--- config.mk ---
export PLATFORM = sky130hd
export DESIGN_NAME = e2q_front
export DESIGN_NICKNAME = d
export VERILOG_FILES = /design/src/rtl/e2q_pkg.sv /design/src/rtl/e2q_front.sv
export SDC_FILE = /design/constraint.sdc
export NUM_CORES = 1
export LEC_CHECK = 0
export BUFFER_PORTS_ARGS = -buffer_cell sky130_fd_sc_hd__buf_4
export CAP_MARGIN = 10
export CORE_ASPECT_RATIO = 1.4
export CORE_MARGIN = 10
export CORE_UTILIZATION = 25
export DETAILED_ROUTE_END_ITERATION = 8
export PLACE_DENSITY = 0.4
export REMOVE_ABC_BUFFERS = 1
export SLEW_MARGIN = 0
export SYNTH_ARGS = -nofsm -noshare
export SYNTH_HDL_FRONTEND = slang
export SYNTH_SLANG_ARGS = --single-unit
--- constraint.sdc ---
create_clock -name clk -period 3.8 [get_ports clk]
set_input_delay 0.76 -clock clk [delete_from_list [all_inputs] [get_ports clk]]
set_output_delay 0.76 -clock clk [all_outputs]
set_load 0.01 [all_outputs]
--- src/rtl/e2q_pkg.sv ---
// ----------------------------------------------------------------------------
// e2q_pkg
// Shared constants, types and the arctangent table for the Euler-to-quaternion
// block.
// ----------------------------------------------------------------------------
package e2q_pkg;

  localparam int CORDIC_STEPS_CFG = 16;
  localparam int TABLE_LEN        = 24;
  localparam int CORDIC_STEPS     = (CORDIC_STEPS_CFG > TABLE_LEN) ? TABLE_LEN
                                                                   : CORDIC_STEPS_CFG;
  localparam int AW = 16;   // angle and component width
  localparam int CW = 34;   // CORDIC datapath width, Q30 plus guard bits
  localparam int SW = 26;   // sine/cosine width, Q24 plus sign

  localparam logic signed [CW-1:0] GAIN_Q30    = 34'sd652032874;
  localparam logic signed [CW-1:0] PI_Q30      = 34'sd3373259426;
  localparam logic signed [CW-1:0] HALF_PI_Q30 = 34'sd1686629713;
  localparam logic signed [AW-1:0] OUT_MAX     = 16'sd16384;

  localparam int QDEPTH = 4;
  localparam int QAW    = $clog2(QDEPTH);

  typedef struct packed {
    logic signed [AW-1:0] roll;
    logic signed [AW-1:0] pitch;
    logic signed [AW-1:0] yaw;
  } angles_t;

  typedef struct packed {
    logic signed [CW-1:0] z_roll;
    logic signed [CW-1:0] z_pitch;
    logic signed [CW-1:0] z_yaw;
    logic [2:0]           flip;
  } folded_t;

  typedef struct packed {
    logic signed [AW-1:0] w;
    logic signed [AW-1:0] i;
    logic signed [AW-1:0] j;
    logic signed [AW-1:0] k;
  } quat_t;

  function automatic logic signed [CW-1:0] atan_q30(input int idx);
    case (idx)
      0: atan_q30 = 34'sd843314856;   1: atan_q30 = 34'sd497837829;
      2: atan_q30 = 34'sd263043836;   3: atan_q30 = 34'sd133525158;
      4: atan_q30 = 34'sd67021686;    5: atan_q30 = 34'sd33543515;
      6: atan_q30 = 34'sd16775850;    7: atan_q30 = 34'sd8388437;
      8: atan_q30 = 34'sd4194282;     9: atan_q30 = 34'sd2097149;
      10: atan_q30 = 34'sd1048575;    11: atan_q30 = 34'sd524287;
      12: atan_q30 = 34'sd262143;     13: atan_q30 = 34'sd131071;
      14: atan_q30 = 34'sd65535;      15: atan_q30 = 34'sd32767;
      16: atan_q30 = 34'sd16383;      17: atan_q30 = 34'sd8191;
      18: atan_q30 = 34'sd4095;       19: atan_q30 = 34'sd2047;
      20: atan_q30 = 34'sd1023;       21: atan_q30 = 34'sd511;
      22: atan_q30 = 34'sd255;        23: atan_q30 = 34'sd127;
      default: atan_q30 = '0;
    endcase
  endfunction

endpackage

--- src/rtl/e2q_front.sv ---
// ----------------------------------------------------------------------------
// e2q_front
// Halve the three angles, fold them into the CORDIC range and queue them.
// ----------------------------------------------------------------------------
module e2q_front import e2q_pkg::*; (
  input  logic    clk,
  input  logic    rst_n,
  input  logic    in_push,
  output logic    in_full,
  input  angles_t in_ang,
  output logic    q_valid,
  input  logic    q_take,
  output folded_t q_data
);

  folded_t              mem [QDEPTH];
  logic [QAW-1:0]       wp_r, rp_r;
  logic [QAW:0]         cnt_r, cnt_nxt;
  folded_t              fold;
  logic                 do_push, do_pop;

  function automatic void fold_one(input logic signed [AW-1:0] a,
                                   output logic signed [CW-1:0] z,
                                   output logic f);
    logic signed [CW-1:0] h;
    h = {{(CW-AW-16){a[AW-1]}}, a, 16'd0};
    if (h > HALF_PI_Q30) begin
      z = h - PI_Q30; f = 1'b1;
    end else if (h < -HALF_PI_Q30) begin
      z = h + PI_Q30; f = 1'b1;
    end else begin
      z = h; f = 1'b0;
    end
  endfunction

  always_comb begin
    fold = '0;
    fold_one(in_ang.roll,  fold.z_roll,  fold.flip[0]);
    fold_one(in_ang.pitch, fold.z_pitch, fold.flip[1]);
    fold_one(in_ang.yaw,   fold.z_yaw,   fold.flip[2]);
  end

  assign in_full = (cnt_r == (QAW+1)'(QDEPTH));
  assign q_valid = (cnt_r != '0);
  assign do_push = in_push && !in_full;
  assign do_pop  = q_take && q_valid;
  assign q_data  = mem[rp_r];

  always_comb begin
    cnt_nxt = cnt_r;
    if (do_push && !do_pop) cnt_nxt = cnt_r + 1'b1;
    if (!do_push && do_pop) cnt_nxt = cnt_r - 1'b1;
  end

  always_ff @(posedge clk) begin
    if (do_push) mem[wp_r] <= fold;
    if (!rst_n) begin
      wp_r <= '0; rp_r <= '0; cnt_r <= '0;
    end else begin
      if (do_push) wp_r <= wp_r + 1'b1;
      if (do_pop)  rp_r <= rp_r + 1'b1;
      cnt_r <= cnt_nxt;
    end
  end

  a_cnt_bound: assert property (@(posedge clk) disable iff (!rst_n)
    cnt_r <= (QAW+1)'(QDEPTH)) else $error("queue count overflow");
  a_full_blocks: assert property (@(posedge clk) disable iff (!rst_n)
    in_full && !q_take |=> cnt_r == (QAW+1)'(QDEPTH)) else $error("full queue lost entry");
  a_ptr_gap: assert property (@(posedge clk) disable iff (!rst_n)
    (wp_r - rp_r) == cnt_r[QAW-1:0]) else $error("queue pointers out of step");

endmodule

==> summary.md, run 1 <==
* **result of the run** finished clean
* **floorplan die height** 279 µm
* **leading cell types in the layout, fill and taps excluded** edfxtp_1 (252), buf_4 (166), mux4_2 (63)
* **clock tree from TritonCTS** yes
* **mean instance size in the synthesized netlist** 16.1 µm²
* **Core Area** 47300 µm²
* **cell taking the most area after synthesis** edfxtp_1
* **total of cells resized after clock tree synthesis** 0
* **wire per inst** 19.7 µm
* **buffers from clock root to sink, at most** 3
* **number of filler instances in the final layout** 4793
* **number of antenna-violating nets in the routed design** 0
* **worst setup margin** 0.794 ns
* **Async S/R FF share, synth** 0
* **post-synthesis sequential element count** 261
* **share of the clock period used by the worst path after layout** 0.791
* **cell at the slowest stage of the critical path** a21oi_2
* **Max rail drop VDD** 325 µV
* **number of global-route vias before repair** 7278
* **power share of the combinational group** 0.323
* **Initial Utilization** 0.254
* **fraction of layout instances using a drive strength above 1** 0.328
* **Setup crit end kind** flop
* **worst slack, placed** 0.263 ns
* **max-slew violation count** 0
* **number of placed I/O pins** 159
* **switching power share of the total** 0.291
* **CP Data Required Time** 4.14 ns
* **mean number of vias per cell** 4.43
* **DR pass1 iterations** 5
* **final-report setup violation count** 0
* **number of different library cells in the post-synthesis netlist** 70
* **Clock H-tree levels** 1
* **unrepaired setup endpoints after global routing** false
* **Layout Nets** 937
* **wirelength, routed** 29800 µm
* **Worst Setup Path Type** in -> reg
* **DRC errors left** 0
* **cell area after technology mapping** 12000 µm²
* **diode insertion count for antenna repair** 0
* **power density over the cells** 630 nW/µm²
* **Net Sw Power** 2.66 mW
* **global-route wire length before repair** 45700 µm
* **yosys warns** 0
* **clock sinks** 261
* **GR Util All Layers** 0.103
* **final-report hold violation count** 0
* **Post-synth top flop** edfxtp_1
* **layout overhead on the synthesized area** 20.8%
* **time the final worst path needs with I/O delays and setup** 3.01 ns
* **commonest non-fill, non-tap cell in the layout** edfxtp_1
* **Leak Pwr** 5.01 nW
* **HPWL after detailed placement** 20300 µm
* **via count of the routed design** 6691
* **largest driver fanout on the critical path** 10
* **leftover overflow at the end of global routing** 0
* **part of the total power dissipated in sequential elements** 0.404
* **Worst Tran Pin Value** 0.653 ns
* **antenna violations before repair** 0
* **Worst Clk Skew** 0.0144 ns
* **post-CTS setup repair buffer count** 0
* **final weighted congestion in routability-driven placement** 0.763
* **number of flops mapped to enable cells by yosys** 252
* **post-synthesis sequential area ratio** 0.646
* **post-cts hold buffer count** 0
* **class of the most critical hold timing path** in -> reg
* **maximum clock frequency** 0.333 GHz
* **Maximum Capacitance Violations** 0
* **clock root buffer master** clkbuf_16
* **setup TNS** 0 ns
* **clock insertion delay at the later pin of the skew report** 0.55 ns
* **proportion of netlist area held by the largest area contributor** 0.631
* **Iteration-0 DRC Markers** 344
* **kind of start point of the critical path** input pin
* **clock buffer count from CTS** 27
* **CP cell instances** buf_4 -> inv_1 -> ha_1 -> nand2b_1 -> a41o_1 -> a31oi_1 -> nor2_1 -> o31a_1 -> ha_1 -> inv_1 -> a21oi_2 -> a22oi_1 -> xnor2_1
* **biggest cell delay along the critical path** 0.49 ns
* **Critical Path AT** 3.35 ns
* **Std-Cell Rows** 94
* **Clock Pin Slew Worst Setup and Hold Paths** 0.07 ns
* **worst slack on hold paths** 0.482 ns
* **Total Die Area** 57300 µm²
* **die boundary width** 205 µm
* **cells taking the most area after synthesis** edfxtp_1 (63%), mux4_2 (12%), buf_4 (2.7%), xnor2_1 (2.3%), ha_1 (1.8%)
* **relative slew slack** 0.563
* **clock network fraction of total power** 0.273
* **cell-internal power** 6.47 mW
* **largest net degree at the start of global routing** 42
* **cell count after synthesis** 746
* **Port-buffer cells** 155
path summary, 6_finish.rpt:
path / end / depth (start not counted) / slack (ns) / start
hold / removal: cnt_r[1] / 2 / 0.48 / rst_n
hold reg to reg: cnt_r[2] / 2 / 0.51 / cnt_r[2]
setup reg to reg: mem[3][30] / 5 / 1.44 / cnt_r[1]
setup / recovery: mem[1][29] / 13 / 0.79 / in_ang[0]
synthesized netlist by cell type (4+ instances only):
| cell | n |
|---|---|
| mux4_2 | 63 |
| buf_4 | 43 |
| o31ai_1 | 4 |
| o31a_1 | 5 |
| nor3b_1 | 4 |
| a21oi_1 | 14 |
| nand2_1 | 40 |
| and2_1 | 13 |
| or3_1 | 6 |
| clkbuf_1 | 20 |
| mux2i_1 | 16 |
| ha_1 | 17 |
| a41o_1 | 4 |
| nor2_1 | 18 |
| nor2b_1 | 5 |
| edfxtp_1 | 252 |
| nand2b_1 | 10 |
| buf_2 | 16 |
| dfxtp_1 | 9 |
| o21ai_0 | 19 |
| xor2_1 | 14 |
| nand3_1 | 18 |
| xnor2_1 | 31 |
| a31oi_1 | 8 |
| a211oi_1 | 4 |
| inv_1 | 24 |
| nor3_1 | 6 |
| and3_1 | 6 |
state kept, by name (all words and copies together) (netlist names), named ones only:
signal	flops
cnt_r	3
wp_r	2
mem	252
rp_r	2
final cells by class:
cell class	instances	area (µm²)	share of cell area
multi-input cells	378	3660	0.252
clock inverters	12	108	0.00743
flip-flops and latches	261	7750	0.535
clock buffers	35	706	0.0487
inverters	26	97.6	0.00674
well taps	624	781	0.0539
repair buffers	173	1390	0.0957
through the flow:
step           total power, mW  area [µm²]  utilization  std cells
6_report                  9.13       14500        0.306       1509
3_3_place_gp              6.85       13700        0.289       1462
4_1_cts                   9.40       14500        0.306       1509
3_5_place_dp              6.86       13700        0.289       1462
2_1_floorplan             5.30       11500            -        665
5_1_grt                   9.70       14500        0.306       1509
layer usage:
metal / vias to the layer above / track usage / share of wire / wire [µm]
met1: 3421 / 0.118 / 0.40 / 12000
met4: 0 / 0.0293 / 0.017 / 518
li1: 3099 / - / - / -
met3: 27 / 0.0185 / 0.048 / 1420
met5: - / 0 / 0 / 0
met2: 144 / 0.188 / 0.53 / 15900
kinds of logic (layout without fill, tap and decap cells):
group	after synthesis	after routing	synth area share
flip-flops	261	261	0.646
AND/OR/NAND/NOR	140	140	0.0617
buffers and inverters	109	246	0.0505
AO/OA/AOI/OAI	92	92	0.0566
multiplexers	80	80	0.133
XOR/XNOR	45	45	0.0329
adder cells (fa/ha/maj)	18	18	0.0194
other	1	3	0.000313
worst max-delay path, delay by kind of cell:
kind / cells / cell delay (ns)
xor+xnor: 1 / 0.30
compound gates: 5 / 1.32
buf+inv: 3 / 0.35
simple gates: 2 / 0.14
fa+ha+maj: 2 / 0.48
power by group through the flow:
| stage | clock, mW | sequential, mW | combinational (mW) |
|---|---|---|---|
| floorplan | 0 | 3.88 | 1.42 |
| global placement | 0 | 3.75 | 3.10 |
| detailed placement | 0 | 3.76 | 3.10 |
| CTS | 2.60 | 3.70 | 3.10 |
| global route | 2.72 | 3.72 | 3.25 |
| finish | 2.49 | 3.69 | 2.95 |
Power figures use the tool's default switching activity.
==> inputs of run 2 (changes only) <==
ABC_AREA = 1   (was default)
PLACE_DENSITY = 0.41   (was 0.4)
clock period = 2.5 ns   (was 3.8 ns; I/O delays follow)
==> run 2 against run 1 <==
Clock skew decreased by 0.0037 ns. First-iteration DRC count increased by 14%. Core utilization rose by 1.8 points. Wire length increased by 35%. Critical path depth is 7 lower. Register-to-register slack worse by 1.1 ns. Largest power group unchanged. Combinational power increased by 80%. Setup slack lost 0.70 ns.
==> summary.md, run 2 <==
* **xor-xnor portion of the synthesized cell area** 0.0134
* **via count of the routed design** 10.1k
* **commonest non-fill, non-tap cell in the layout** buf_4
* **antenna violations before repair** 0
* **cell count after synthesis** 1327
* **largest registers** mem (252), cnt_r (3)
* **max-slew violation count** 0
* **clock root buffer master** clkbuf_16
* **DRC errors left** 0
* **Leak Pwr** 6.69 nW
* **Port-buffer cells** 155
* **Layout Nets** 1609
* **leading cell types in the layout, fill and taps excluded** buf_4 (254), edfxtp_1 (252), nand2_1 (224)
* **most frequent cell after synthesis** edfxtp_1
* **number of filler instances in the final layout** 5251
* **number of different library cells in the post-synthesis netlist** 39
* **Total Die Area** 61900 µm²
* **largest net degree at the start of global routing** 64
* **mean instance size in the synthesized netlist** 9.83 µm²
* **Async S/R FF share, synth** 0
* **largest family of logic cells by synthesized area** simple AND/OR/NAND/NOR gates
* **share of synthesized cell area in and, or, nand and nor gates** 0.172
* **final-report setup violation count** 0
* **Post-synth top flop** edfxtp_1
* **layout overhead on the synthesized area** 29.3%
* **die boundary width** 213 µm
* **floorplan die height** 290 µm
* **Initial Utilization** 0.251
* **Worst Tran Pin Value** 0.520 ns
* **GR Util met1** 0.142
* **Setup crit end kind** output port
* **cell taking the most area after synthesis** edfxtp_1
* **most used routing layer** met2
* **number of placed I/O pins** 159
* **met2 usage** 0.236
* **global-route wire length before repair** 60400 µm
* **leftover overflow at the end of global routing** 0
* **Worst Setup Path Type** reg -> out
* **met3 GRT Util** 0.0179
* **share of the clock period used by the worst path after layout** 0.962
* **total power of the final layout** 14.9 mW
* **final-report hold violation count** 0
* **cell at the slowest stage of the critical path** dfxtp_4
* **clock buffer count from CTS** 28
* **post-synthesis sequential area ratio** 0.594
* **unrepaired setup endpoints after global routing** true
* **HPWL after detailed placement** 27200 µm
* **most frequent cells after synthesis** edfxtp_1 (252), nand2_1 (224), nor2_1 (184), o21ai_0 (179), inv_1 (91)
* **Synth Area in Compound Gates** 0.123
* **DR pass1 iterations** 4
* **Maximum Capacitance Violations** 0
* **buffers from clock root to sink, at most** 3
* **clock sinks** 261
* **result of the run** finished clean
* **GR Util All Layers** 0.125
* **Clock Pin Slew Worst Setup and Hold Paths** 0.07 ns
* **relative slew slack** 0.653
* **CP cell instances** buf_12 -> buf_16 -> o21ai_0 -> o22ai_1 -> buf_4 -> buf_4
* **number of flops mapped to enable cells by yosys** 252
* **number of global-route vias before repair** 10.3k
* **CP Data Required Time** 2.00 ns
* **Clock H-tree levels** 1
* **Core Area** 51900 µm²
* **post-synthesis sequential element count** 261
* **Max rail drop VDD** 492 µV
* **biggest cell delay along the critical path** 0.40 ns
* **mean number of vias per cell** 4.54
* **time the final worst path needs with I/O delays and setup** 2.41 ns
* **cell area after technology mapping** 13000 µm²
* **Critical Path AT** 1.91 ns
* **proportion of netlist area held by the largest area contributor** 0.580
* **Critical Path Most Common Cell** buf_4
* **fraction of layout instances using a drive strength above 1** 0.266
* **setup TNS** 0 ns
* **clock insertion delay at the later pin of the skew report** 0.55 ns
* **kind of start point of the critical path** flop
* **power density over the cells** 886 nW/µm²
* **wirelength, routed** 40300 µm
* **mux share of post-synthesis cell area** 0
* **class of the most critical hold timing path** in -> reg
* **Largest register FFs** 252
* **cells taking the most area after synthesis** edfxtp_1 (58%), o21ai_0 (6.9%), nand2_1 (6.4%), nor2_1 (5.3%), o22ai_1 (3.0%)
* **clock tree from TritonCTS** yes
* **Worst Clk Skew** 0.0107 ns
* **yosys warns** 0
* **Biggest register** mem
* **largest driver fanout on the critical path** 17
* **diode insertion count for antenna repair** 0
* **post-cts hold buffer count** 0
* **Iteration-0 DRC Markers** 392
* **Std-Cell Rows** 99
* **Adder-Cell Fraction of Synth Area** 0.0178
* **wire per inst** 18.2 µm
* **maximum clock frequency** 0.416 GHz
* **number of antenna-violating nets in the routed design** 0
* **final weighted congestion in routability-driven placement** 0.852
[run 2: cell count changes after synthesis, sizes merged, moves of 16 or more]
| cell | before | now |
|---|---|---|
| clkbuf | 20 | 37 |
| nand2 | 41 | 236 |
| mux4 | 63 | 0 |
| nand3 | 18 | 71 |
| mux2i | 16 | 0 |
| o21ai | 20 | 193 |
| inv | 26 | 101 |
| o22ai | 1 | 63 |
| nor2 | 18 | 196 |
| xnor2 | 31 | 0 |
[run 2: repair_timing]
item / in CTS / in global routing
setup buffers: 4 / 5
gates cloned: 2 / 4
endpoints found under the setup margin: 76 / 53
resized for setup: 29 / 21
pin swaps: 3 / 3
[run 2: cell families after synthesis]
group,after synthesis
compound gates,291
xor+xnor,20
fa+ha+maj,18
buf+inv,209
flops,261
other cells,1
simple gates,527
[run 2: routing by layer]
| layer | up-vias | share of wire | wire [µm] |
|---|---|---|---|
| met5 | - | 0 | 0 |
| met3 | 43 | 0.036 | 1470 |
| met4 | 0 | 0.016 | 661 |
| li1 | 4992 | - | - |
| met1 | 4881 | 0.41 | 16400 |
| met2 | 157 | 0.54 | 21700 |
[run 2: cell type report]
cell class | count | area [µm²] | share of cell area
clock buffer | 32 | 737 | 0.0437
clock inverter | 20 | 188 | 0.0111
inverter | 102 | 395 | 0.0234
multi-input combinational | 859 | 4420 | 0.262
sequential | 261 | 7750 | 0.460
tap | 656 | 821 | 0.0487
timing repair buffer | 287 | 2550 | 0.151
[run 2: per-stage QoR]
step / worst slack [ns] / cells / instance area [µm²] / hold slack (ns) / utilization
after floorplan: -3.56 / 1222 / 12400 / 0.436 / -
after global placement: -0.325 / 2150 / 15500 / 0.457 / 0.299
after detailed placement: -0.327 / 2150 / 15500 / 0.463 / 0.299
after CTS: -0.00584 / 2208 / 16700 / 0.193 / 0.321
after global routing: -0.00210 / 2217 / 16900 / 0.229 / 0.325
final: 0.0943 / 2217 / 16900 / 0.234 / 0.325
[run 2: critical path, delay by kind of cell (launching register included)]
kind | cells | cell delay, ns
buffers and inverters | 4 | 0.61
DFF | 1 | 0.40
AOI/OAI and AO/OA | 2 | 0.33
[run 2: path summary, 6_finish.rpt]
kind	from	endpoint	slack [ns]	depth (start not counted)
max	flop	q_data[13]	0.09	6
max reg2reg	cnt_r[0]	cnt_r[2]	0.34	10
min	rst_n	wp_r[0]	0.23	3
min reg2reg	rp_r[1]	flop	0.47	2
[run 2: power breakdown]
part           switching, mW  total, mW  internal, mW
clock                   1.72       4.15          2.43
sequential             0.113       5.49          5.38
combinational           3.04       5.30          2.26
